File: src/sv/hlw_pkg.sv
// ----------------------------------------------------------------------------
// Heartbeat lockup watchdog package
// Widths, register indexes, command codes and shared structs.
// ----------------------------------------------------------------------------
`timescale 1ns / 1ps

package hlw_pkg;

  localparam int TIME_BITS  = 32;
  localparam int TRIG_BITS  = 16;
  localparam int COUNT_BITS = TRIG_BITS + 1;
  localparam int CFG_IDX_BITS  = 3;
  localparam int CFG_DATA_BITS = 32;

  typedef logic [TIME_BITS-1:0]  time_t;
  typedef logic [TRIG_BITS-1:0]  trig_t;
  typedef logic [COUNT_BITS-1:0] count_t;

  // Register indexes
  localparam logic [CFG_IDX_BITS-1:0] CFG_POLL_INTERVAL      = 3'd0;
  localparam logic [CFG_IDX_BITS-1:0] CFG_EDGE_COUNT_TRIGGER = 3'd1;
  localparam logic [CFG_IDX_BITS-1:0] CFG_COOLDOWN_TIME      = 3'd2;
  localparam logic [CFG_IDX_BITS-1:0] CFG_LOCKUP_TIME        = 3'd3;
  localparam logic [CFG_IDX_BITS-1:0] CFG_RECOVERY_ENABLE    = 3'd4;

  // Register reset values
  localparam time_t RST_POLL_INTERVAL      = time_t'(1000);
  localparam trig_t RST_EDGE_COUNT_TRIGGER = trig_t'(10);
  localparam time_t RST_COOLDOWN_TIME      = time_t'(60000);
  localparam time_t RST_LOCKUP_TIME        = time_t'(30000);
  localparam logic  RST_RECOVERY_ENABLE    = 1'b1;

  // Command codes
  localparam logic CMD_START  = 1'b0;
  localparam logic CMD_SAMPLE = 1'b1;

  typedef struct packed {
    time_t poll_interval;
    trig_t edge_count_trigger;
    time_t cooldown_time;
    time_t lockup_time;
    logic  recovery_enable;
  } cfg_t;

  typedef struct packed {
    logic  cmd;
    time_t now_ms;
    logic  heartbeat_level;
    logic  power_good;
  } item_t;

  typedef struct packed {
    logic polled;
    logic lockup_seen;
    logic recovery_request;
    logic in_cooldown;
  } result_t;

endpackage

File: src/sv/hlw_core.sv
// ----------------------------------------------------------------------------
// Heartbeat lockup watchdog core
// Watch state and the combinational update for one start or sample item.
// ----------------------------------------------------------------------------
`timescale 1ns / 1ps

module hlw_core
  import hlw_pkg::*;
(
  input  logic    clk,
  input  logic    rst,
  input  cfg_t    cfg,
  input  logic    fire,
  input  item_t   item,
  output result_t res
);

  time_t  next_poll_time, next_poll_time_next;
  time_t  last_edge_time, last_edge_time_next;
  logic   last_heartbeat, last_heartbeat_next;
  count_t edge_count, edge_count_next;
  time_t  cooldown_end, cooldown_end_next;

  count_t trig_ext;
  logic   due;
  logic   hb_edge;
  logic   stale;
  logic   cooling;

  always_comb begin
    trig_ext = count_t'(cfg.edge_count_trigger);
    due      = item.now_ms > next_poll_time;
    hb_edge  = item.heartbeat_level != last_heartbeat;
    stale    = item.now_ms > time_t'(last_edge_time + cfg.lockup_time);
    cooling  = item.now_ms < cooldown_end;

    next_poll_time_next = next_poll_time;
    last_edge_time_next = last_edge_time;
    last_heartbeat_next = last_heartbeat;
    edge_count_next     = edge_count;
    cooldown_end_next   = cooldown_end;
    res.polled           = 1'b0;
    res.lockup_seen      = 1'b0;
    res.recovery_request = 1'b0;

    if (item.cmd == CMD_START) begin
      next_poll_time_next = time_t'(item.now_ms + cfg.poll_interval);
      last_edge_time_next = '0;
      last_heartbeat_next = 1'b0;
      edge_count_next     = '0;
      // Start cooldown end is the register value taken as an absolute time
      cooldown_end_next   = cfg.cooldown_time;
    end else if (due) begin
      res.polled          = 1'b1;
      next_poll_time_next = time_t'(next_poll_time + cfg.poll_interval);
      if (hb_edge) begin
        last_heartbeat_next = item.heartbeat_level;
        last_edge_time_next = item.now_ms;
        if (edge_count < trig_ext) begin
          edge_count_next = count_t'(edge_count + 1'b1);
        end else if (edge_count == trig_ext) begin
          // Enough edges: end cooldown now, then saturate the count
          cooldown_end_next = item.now_ms;
          edge_count_next   = count_t'(edge_count + 1'b1);
        end
      end else if ((stale && !cooling) || !item.power_good) begin
        res.lockup_seen      = 1'b1;
        res.recovery_request = cfg.recovery_enable;
        edge_count_next      = '0;
        last_edge_time_next  = item.now_ms;
        cooldown_end_next    = time_t'(item.now_ms + cfg.cooldown_time);
      end
    end

    res.in_cooldown = item.now_ms < cooldown_end_next;
  end

  always_ff @(posedge clk) begin
    if (rst) begin
      next_poll_time <= '0;
      last_edge_time <= '0;
      last_heartbeat <= 1'b0;
      edge_count     <= '0;
      cooldown_end   <= '0;
    end else if (fire) begin
      next_poll_time <= next_poll_time_next;
      last_edge_time <= last_edge_time_next;
      last_heartbeat <= last_heartbeat_next;
      edge_count     <= edge_count_next;
      cooldown_end   <= cooldown_end_next;
    end
  end

endmodule

File: src/sv/heartbeat_lockup_watchdog.sv
// ----------------------------------------------------------------------------
// Heartbeat lockup watchdog
// Host heartbeat and power-good monitor with lockup detection.
// ----------------------------------------------------------------------------
// One item per clock sustained while the output is not stalled. An item is
// captured in an input register; the core updates the watch state and the
// result as the item moves on, once the output register is free, and the
// result waits in the output register. The input side stalls only when
// both registers are full and the output is stalled. Configuration writes
// are always ready and take effect at once; write them while idle.
`timescale 1ns / 1ps

module heartbeat_lockup_watchdog
  import hlw_pkg::*;
(
  input  logic                     clk,
  input  logic                     rst,
  // input channel
  input  logic                     in_valid,
  output logic                     in_stall,
  input  logic                     cmd,
  input  logic [TIME_BITS-1:0]     now_ms,
  input  logic                     heartbeat_level,
  input  logic                     power_good,
  // output channel
  output logic                     out_valid,
  input  logic                     out_stall,
  output logic                     polled,
  output logic                     lockup_seen,
  output logic                     recovery_request,
  output logic                     in_cooldown,
  // configuration write channel
  input  logic                     cfg_valid,
  output logic                     cfg_ready,
  input  logic [CFG_IDX_BITS-1:0]  cfg_index,
  input  logic [CFG_DATA_BITS-1:0] cfg_data
);

  cfg_t    cfg;
  logic    s1_valid, s1_valid_next;
  item_t   s1_item;
  logic    out_valid_next;
  result_t out_res;
  result_t core_res;
  logic    in_take;
  logic    advance;

  assign cfg_ready = 1'b1;

  always_ff @(posedge clk) begin
    if (rst) begin
      cfg.poll_interval      <= RST_POLL_INTERVAL;
      cfg.edge_count_trigger <= RST_EDGE_COUNT_TRIGGER;
      cfg.cooldown_time      <= RST_COOLDOWN_TIME;
      cfg.lockup_time        <= RST_LOCKUP_TIME;
      cfg.recovery_enable    <= RST_RECOVERY_ENABLE;
    end else if (cfg_valid && cfg_ready) begin
      case (cfg_index)
        CFG_POLL_INTERVAL:      cfg.poll_interval      <= time_t'(cfg_data);
        CFG_EDGE_COUNT_TRIGGER: cfg.edge_count_trigger <= cfg_data[TRIG_BITS-1:0];
        CFG_COOLDOWN_TIME:      cfg.cooldown_time      <= time_t'(cfg_data);
        CFG_LOCKUP_TIME:        cfg.lockup_time        <= time_t'(cfg_data);
        CFG_RECOVERY_ENABLE:    cfg.recovery_enable    <= cfg_data[0];
        default: ;
      endcase
    end
  end

  // Move the held item into the core when the output register frees up
  always_comb begin
    advance  = s1_valid && (!out_valid || !out_stall);
    in_stall = s1_valid && !advance;
    in_take  = in_valid && !in_stall;

    s1_valid_next = s1_valid;
    if (in_take) begin
      s1_valid_next = 1'b1;
    end else if (advance) begin
      s1_valid_next = 1'b0;
    end

    out_valid_next = out_valid;
    if (advance) begin
      out_valid_next = 1'b1;
    end else if (out_valid && !out_stall) begin
      out_valid_next = 1'b0;
    end
  end

  always_ff @(posedge clk) begin
    if (rst) begin
      s1_valid  <= 1'b0;
      out_valid <= 1'b0;
    end else begin
      s1_valid  <= s1_valid_next;
      out_valid <= out_valid_next;
    end
  end

  always_ff @(posedge clk) begin
    if (in_take) begin
      s1_item.cmd             <= cmd;
      s1_item.now_ms          <= now_ms;
      s1_item.heartbeat_level <= heartbeat_level;
      s1_item.power_good      <= power_good;
    end
    if (advance) begin
      out_res <= core_res;
    end
  end

  hlw_core u_core (
    .clk  (clk),
    .rst  (rst),
    .cfg  (cfg),
    .fire (advance),
    .item (s1_item),
    .res  (core_res)
  );

  assign polled           = out_res.polled;
  assign lockup_seen      = out_res.lockup_seen;
  assign recovery_request = out_res.recovery_request;
  assign in_cooldown      = out_res.in_cooldown;

endmodule

File: config.mk
export PLATFORM = sky130hd
export DESIGN_NAME = heartbeat_lockup_watchdog
export DESIGN_NICKNAME = d
export VERILOG_FILES = /design/src/sv/hlw_pkg.sv /design/src/sv/hlw_core.sv /design/src/sv/heartbeat_lockup_watchdog.sv
export SDC_FILE = /design/constraint.sdc
export NUM_CORES = 1
export LEC_CHECK = 0
export BUFFER_PORTS_ARGS = -buffer_cell sky130_fd_sc_hd__buf_2
export CAP_MARGIN = 10
export CORE_ASPECT_RATIO = 0.7
export CORE_MARGIN = 2
export CORE_UTILIZATION = 47
export DETAILED_ROUTE_END_ITERATION = 7
export GPL_TIMING_DRIVEN = 1
export PLACE_DENSITY = 0.65
export SETUP_SLACK_MARGIN = 0.3
export SYNTH_ARGS = -nofsm -noshare
export SYNTH_HDL_FRONTEND = slang
export SYNTH_SLANG_ARGS = --single-unit
File: constraint.sdc
create_clock -name clk -period 8.91 [get_ports clk]
set_input_delay 0.891 -clock clk [delete_from_list [all_inputs] [get_ports clk]]
set_output_delay 0.891 -clock clk [all_outputs]
set_load 0.005 [all_outputs]
Word-level counts from Yosys, hierarchy flattened. Cells that the tools add are included.

Logic and storage cells: 98. Bits of input ports: 75. Bits in registers: 268.

Add/sub/neg operators: 5. $lt $le $gt $ge: 5. Multiplexer cells: 28. Bitwise logic cells: 3. Eq/ne operators: 10. Reductions and logical operators: 27.

Operator list (number): $mux W32 (12); $add A32 B32 Y32 (4); $mux W17 (6); $gt A32 B32 Y1 (2); $lt A32 B32 Y1 (2); $add A17 B1 Y17 const B (1); $eq A17 B16 Y1 (1); $lt A17 B16 Y1 (1); $reduce_and A2 Y1 (6); $mux W1 (7); $eq A3 B2 Y1 const B (2); $logic_not A1 Y1 (6); $reduce_and A3 Y1 (2); $logic_and A1 B1 Y1 (5); $mux W2 (2); $ne A2 B1 Y1 const B (2); $ne A4 B4 Y1 const B (1); $reduce_and A4 Y1 (1); $reduce_bool A2 Y1 (2); $reduce_or A4 Y1 (1); $eq A3 B1 Y1 const B (1); $eq A3 B3 Y1 const B (1); $logic_not A3 Y1 (1); $mux W3 (1); other kinds (5) (8).

Logic depth before layout (Yosys ltp). Gate-level depths: netlist of the first run.

Word-level depth: 9. Gate-level depth with buffers: 36.

By module. Synthesis of the first run repeated with hierarchy kept, for this count alone.

Cell total of the unflattened synthesis: 2248. Area, all modules: 19361.1 sq um.

By module, submodules not included: hlw_core (instances 1, cells each 1771, area an instance 13525.5 sq um); heartbeat_lockup_watchdog (instances 1, cells each 477, area an instance 5835.6 sq um).

Worst setup path after synthesis of the first run. OpenSTA, ideal clock, no wires.

Kind: reg-to-reg. Start point: register, netlist name cfg[8]. End point: register out_res, in the netlist in_cooldown, data pin. Required time: 8758 ps. Setup time: 152 ps. Stages on the path, launching flop included: 32. Arrival time: 6738 ps. Setup slack: 2020 ps. Path buffers: 1. Cell sequence: dfxtp_1 -> ha_1 -> a211o_1 -> o31a_2 -> a21oi_4 -> o311a_1 -> and4bb_4 -> or4b_4 -> a31o_1 -> a21oi_2 -> xnor2_1 -> ha_1 -> and4_1 -> a221oi_1 -> nor4b_1 -> nand4_1 -> nand3_2 -> and2_1 -> buf_2 -> o21ai_0 -> a22oi_1 -> ha_1 -> a21o_1 -> a21o_1 -> a21o_1 -> a21o_1 -> a21o_1 -> a21o_1 -> a2111oi_0 -> and2_1 -> o41ai_1 -> o21ai_0.

RTL lines: end signal, assigned (RTL line heartbeat_lockup_watchdog.sv:108) `out_res <= core_res;`; end, declared (RTL line heartbeat_lockup_watchdog.sv:43) `result_t out_res;`.

==> qor.txt, run 1 <==
Max Slew Vio Count - 0
HPWL reported at the end of detailed placement - 46.3 mm
Vias/cell - 6.07
Final Hold Fails - 0
Post-Route Utilization - 52.9%
layout cell share with drive strength beyond 1 - 9.57%
number of I/O pins - 82
root buf cell - clkbuf_16
maxcap violations - 0
worst path required time - 9.33 ns
worst endpoint data arrival time - 8.57 ns
Die ar. - 42400 sq um
crit share post-route - 91.5%
synth cell count leaders - 394 x nand2_1, 296 x a21oi_1, 236 x ha_1, 229 x dfxtp_1, 160 x nor2_1
FP Rows - 61
Starting Density - 47.9%
number of synthesized register bits - 268
unrepaired setup endpoints after global routing - no
register area share after synthesis - 30.1%
Worst-Margin Slew - 1.22 ns
Placed Cells incl. Taps - 2948
status - complete, no violations
Cells after Synth - 2405
Crit Path Max Fanout - 14
YS warnings - 0
Iteration-0 DRC Markers - 1797
via count - 18.2k
Post-synth EDFFs - 39
CP Class - reg -> reg
Remaining DRCs - 0
clock buffer count from CTS - 29
WL final - 63.2 mm
Period minus WS final - 8.15 ns
Most used DFF post-synth - dfxtp_1
gpl congestion - 0.966
grt total ovfl - 0
Pre-antenna DRT Iters - 6
clk slew on worst S/H paths - 0.07 ns
top-area cell type share of the netlist area - 24.0%
post-route insts no fill - 3002
leakage - 8.46 nW
worst ir drop on vdd - 0.143 mV
core area - 39900 sq um
post-synth design cell area - 19100 sq um
post-synth top area cell - dfxtp_1
pin count of the biggest net entering global routing - 104
cell mode on critical path - a21o_1
Post-synth ARST share - 0%
later-pin clock latency in the skew report - 0.58 ns
Die Wd - 245 um
# H-tree levels - 1
initial antenna violation count - 0
average cell area after synthesis - 7.96 sq um
post-route setup slack - 0.760 ns
Power Total - 3.32 mW
first-pass GRT wire length - 96.8 mm
CP delay by family, top - compound AO/OA/AOI/OAI gates
CTS sink cnt - 268
Power Dens Cells - 157 nW/um^2
die height - 173 um
slowest stage cell, crit path - a2111oi_0
wire per inst - 21.0 um
Hold Buf Count CTS - 0
top cells by area, synth - dfxtp_1 24%, ha_1 15%, a21oi_1 7.7%, nand2_1 7.7%, edfxtp_1 6.1%
port buffer count - 80
post-synth net total - 2719
CTS tree - done
# setup viols final - 0
GRT Util Overall - 29.0%
# nets final - 2758
CP endpoint kind - flip-flop
Ant. Diodes - 0
CP max stage delay - 0.57 ns
Setup WS pre-CTS - 0.621 ns
CTS Buffer Depth - 3
area delta synth->final - 10.3%
Hold WC Path Type - reg -> reg
Max Freq - 123 MHz
post-synthesis cell type count - 94
Slew Limit Headroom - 18.2%
clock skew - 0.0159 ns
most common cell in the netlist - nand2_1
Setup Buffers After CTS - 0
Routed Antenna Nets - 0
CP bufs+invs - 1
setup TNS - 0 ns
Setup crit start kind - flip-flop
vias in the first global route - 17.0k
## power breakdown
group	switching (mW)	internal, mW
sequential	0.0497	1.27
combinational	0.421	0.253
clock	0.563	0.765
total	1.03	2.29
## layout by cell type, fill, tap and decap left out, types with 35 or more instances in the layout
cell type / n
a211oi_1: 35
a21o_1: 52
a21oi_1: 296
buf_2: 79
dfxtp_1: 229
edfxtp_1: 39
ha_1: 236
inv_1: 119
nand2_1: 394
nand3_1: 69
nor2_1: 159
o21ai_0: 104
xnor2_1: 43
xor2_1: 37
## layout make-up
cell class / count / area (sq um)
timing repair buffer: 115 / 682
clock buffer: 34 / 764
multi-input combinational: 1910 / 12500
inverter: 120 / 450
sequential: 268 / 5760
tap: 535 / 669
fill: 3749 / 18800
clock inverter: 20 / 260
## worst min-delay path: stages, from the launching register on
cell and delay, ns:
dfxtp_1 0.31, nand2_1 0.05, a21oi_1 0.05
## per-layer routing
layer	routed length, um	global-route usage, %	vias to the layer above
li1	-	-	8773
met4	1560	7.42	0
met1	30000	43.3	8614
met5	0	0	-
met3	6080	5.84	95
met2	25600	42.1	741
## cells by family (layout without fill, tap and decap cells)
group / count (synthesis) / in the layout / share of synthesized area (%)
muxes: 34 / 34 / 1.97
DFF: 268 / 268 / 30.1
adders and majority gates: 239 / 239 / 15.7
buffers and inverters: 227 / 289 / 4.60
and+or+nand+nor: 852 / 852 / 20.7
AOI/OAI and AO/OA: 704 / 704 / 23.3
xor gates and xnor gates: 80 / 80 / 3.66
other: 1 / 1 / 0.0196
## stage by stage
| step | hold WS [ns] | cell area [sq um] |
|---|---|---|
| after global placement | 0.443 | 20100 |
| after global routing | 0.471 | 21100 |
| after detailed placement | 0.447 | 20100 |
| after floorplan | 0.436 | 19100 |
| final | 0.456 | 21100 |
| after CTS | 0.455 | 21100 |
## repair_timing
item                                    4_1_cts  5_1_grt
endpoints found under the hold margin         0        0
gates resized for setup                       0        3
endpoints found under the setup margin        0        1
## worst paths after layout
kind,start,endpoint,slack (ns),cells past startpoint
setup / recovery,u_core.last_edge_time[0]$_SDFFE_PP0P_,in_cooldown$_DFFE_PP_,0.76,34
hold / removal,cfg[80]$_SDFFE_PP0P_,cfg[80]$_SDFFE_PP0P_,0.46,2
setup reg to reg,u_core.last_edge_time[0]$_SDFFE_PP0P_,in_cooldown$_DFFE_PP_,0.76,34
hold reg to reg,cfg[80]$_SDFFE_PP0P_,cfg[80]$_SDFFE_PP0P_,0.46,2
## sequential cells by signal, summed over array words and instances, names as in the netlist
name and count:
in_cooldown 1, polled 1, recovery_request 1, u_core.cooldown_end 32
s1_item 35, u_core.last_edge_time 32, u_core.last_heartbeat 1, u_core.edge_count 17
lockup_seen 1, cfg 113, u_core.next_poll_time 32, out_valid 1
s1_valid 1
Note: power is estimated with default switching activity, not from simulation.
==> run 2, diff against run 1 <==
--- a/config.mk
+++ b/config.mk
@@ -10,8 +10,8 @@
 export CORE_ASPECT_RATIO = 0.7
 export CORE_MARGIN = 2
-export CORE_UTILIZATION = 47
+export CORE_UTILIZATION = 32
 export DETAILED_ROUTE_END_ITERATION = 7
 export GPL_TIMING_DRIVEN = 1
-export PLACE_DENSITY = 0.65
+export PLACE_DENSITY = 0.48
 export SETUP_SLACK_MARGIN = 0.3
 export SYNTH_ARGS = -nofsm -noshare
==> constraint.sdc (replaced) <==
create_clock -name clk -period 8.91 [get_ports clk]
set_input_delay 1.3365 -clock clk [delete_from_list [all_inputs] [get_ports clk]]
set_output_delay 1.3365 -clock clk [all_outputs]
set_load 0.005 [all_outputs]
==> run 2 against run 1 <==
Net effect: hold slack better by 0.00054 ns; count of clock-buffer cells in the layout is 15 higher; die area is 46% higher; first-iteration DRC count is 9.3% lower; flip-flop and latch count stayed put; core utilization is 16 points lower; cell count is 9.4% higher; critical path type unchanged; critical endpoint unchanged.
==> qor.txt, run 2 (synthesis gave the netlist of run 1 again) <==
status - complete, no violations
post-route insts no fill - 3283 (+9.4%)
slowest stage cell, crit path - a2111oi_1
Power Dens Cells - 159 nW/um^2 (+0.81%)
initial antenna violation count - 1 (+1)
Reg with most FFs - cfg
# fillers - 6136 (+64%)
crit share post-route - 90.5% (-0.98 points)
setup TNS - 0 ns (unchanged)
Max Freq - 124 MHz (+1.1%)
clock skew - 0.0149 ns (-0.00100 ns)
Vias/cell - 5.54 (-8.8%)
grt total ovfl - 0 (unchanged)
Max Slew Vio Count - 0 (unchanged)
Setup Buffers After CTS - 0 (unchanged)
CTS sink cnt - 268 (unchanged)
R2R cell count - 34 (unchanged)
Ant. Diodes - 0 (unchanged)
Remaining DRCs - 0 (unchanged)
Setup crit start kind - flip-flop
Slew Limit Headroom - 32.7% (+15 points)
die height - 209 um (+21%)
Worst-Margin Slew - 0.984 ns (-0.239 ns)
Placed Cells incl. Taps - 3224 (+9.4%)
Hold WC Path Type - reg -> reg
Die ar. - 61800 sq um (+46%)
Final Hold Fails - 0 (unchanged)
GRT Util Overall - 22.9% (-6.1 points)
Starting Density - 32.6% (-15 points)
# H-tree levels - 2 (+1)
FP Rows - 74 (+21%)
CTS Buffer Depth - 3 (unchanged)
Final Cell Area - 21600 sq um (+2.2%)
commonest non-fill, non-tap cells in the layout - 394 x nand2_1, 296 x a21oi_1, 236 x ha_1
Hold Path Cell Cnt - 2 (unchanged)
gpl congestion - 0.919 (-4.9%)
placed cell area - 20500 sq um (+2.1%)
commonest non-fill, non-tap cell in the layout - nand2_1
Hold Buf Count CTS - 0 (unchanged)
unrepaired setup endpoints after global routing - no
CP endpoint kind - flip-flop
CP max stage delay - 0.47 ns (-0.10 ns)
Period minus WS final - 8.06 ns (-0.0874 ns)
Routed Antenna Nets - 0 (unchanged)
Crit Path Max Fanout - 12 (-2)
area delta synth->final - 12.7%
cell mode on critical path - a21o_1
leakage - 8.56 nW (+1.3%)
HPWL reported at the end of detailed placement - 52.7 mm (+14%)
worst endpoint data arrival time - 8.46 ns (-0.11 ns)
CP Class - reg -> reg
maxcap violations - 0 (unchanged)
CTS tree - done
worst ir drop on vdd - 0.0950 mV (-33%)
# nets final - 2776 (+0.65%)
worst path required time - 9.30 ns (-0.03 ns)
port buffer count - 80 (unchanged)
wire per inst - 21.8 um (+3.5%)
WL final - 71.5 mm (+13%)
via count - 18.2k (-0.22%)
first-pass GRT wire length - 107 mm (+11%)
# setup viols final - 0 (unchanged)
later-pin clock latency in the skew report - 0.56 ns (-0.02 ns)
layout cell share with drive strength beyond 1 - 9.90% (+0.33 points)
number of I/O pins - 82 (unchanged)
Pre-antenna DRT Iters - 6 (unchanged)
core area - 58700 sq um (+47%)
clock buffer count from CTS - 34 (+17%)
root buf cell - clkbuf_16
Die Wd - 296 um (+21%)
pin count of the biggest net entering global routing - 82 (-21%)
Iteration-0 DRC Markers - 1629 (-9.3%)
clk slew on worst S/H paths - 0.06 ns (about the same)
Largest regs - cfg (113), s1_item (35)
flip-flop count of the largest register after layout - 113 (unchanged)
vias in the first global route - 17.1k (+0.72%)
==> run 2: cell count changes in the layout (fill, tap and decap cells not counted), moves of 4 or more <==
| cell | previous run | this run |
|---|---|---|
| clkinv_2 | 2 | 6 |
| clkbuf_16 | 29 | 37 |
| clkinvlp_4 | 9 | 1 |
| bufinv_16 | 5 | 1 |
| clkbuf_1 | 3 | 10 |
| buf_4 | 34 | 48 |
==> run 2: what timing repair did <==
action,CTS,global route
setup endpoints to repair,0,1
gates resized for setup,0,3
endpoints found under the hold margin,0,0
==> run 2: routing by layer <==
metal	vias to the layer above	wire, um	global-route usage [%]
met1	8698	36900	36.1
met2	610	27800	31.4
li1	8791	-	-
met5	-	13	0
met3	82	5580	4.34
met4	2	1160	4.82
==> run 2: stage by stage <==
step	total power, mW	util (%)	worst slack, ns	hold slack [ns]
6_report	3.42	36.8	0.847	0.456
5_1_grt	3.58	36.8	0.270	0.475
4_1_cts	3.44	36.7	0.705	0.457
3_5_place_dp	2.03	34.9	0.713	0.450
3_3_place_gp	2.02	34.9	1.07	0.443
2_1_floorplan	1.79	-	2.02	0.436
==> run 2: worst max-delay path: cells and delay by family, from the launching register on <==
family | cells | cell delay (ns)
fa+ha+maj | 4 | 1.19
flops | 1 | 0.33
buf+inv | 1 | 0.05
compound gates | 19 | 4.05
simple gates | 10 | 2.23
==> run 2: area by class of cell <==
class	count	area, sq um	share of cell area, %
Inverter	120	450	2.09
Tap cell	798	998	4.63
Clock buffer	49	991	4.59
Clock inverter	10	80.1	0.371
Multi-Input combinational cell	1910	12500	58.1
Timing Repair Buffer	128	767	3.56
Sequential cell	268	5760	26.7
==> run 2: worst paths after layout <==
kind	slack [ns]	from	to
setup reg to reg	0.85	u_core.last_edge_time[0]$_SDFFE_PP0P_	in_cooldown$_DFFE_PP_
hold / removal	0.46	u_core.last_edge_time[8]$_SDFFE_PP0P_	u_core.last_edge_time[8]$_SDFFE_PP0P_
hold reg to reg	0.46	u_core.last_edge_time[8]$_SDFFE_PP0P_	u_core.last_edge_time[8]$_SDFFE_PP0P_
setup / recovery	0.85	u_core.last_edge_time[0]$_SDFFE_PP0P_	in_cooldown$_DFFE_PP_
==> run 2: power breakdown <==
group / switching, mW / leakage [nW] / internal (mW)
Combinational: 0.444 / 5.80 / 0.256
Sequential: 0.0437 / 2.24 / 1.27
Clock: 0.605 / 0.526 / 0.803
Total: 1.09 / 8.56 / 2.33
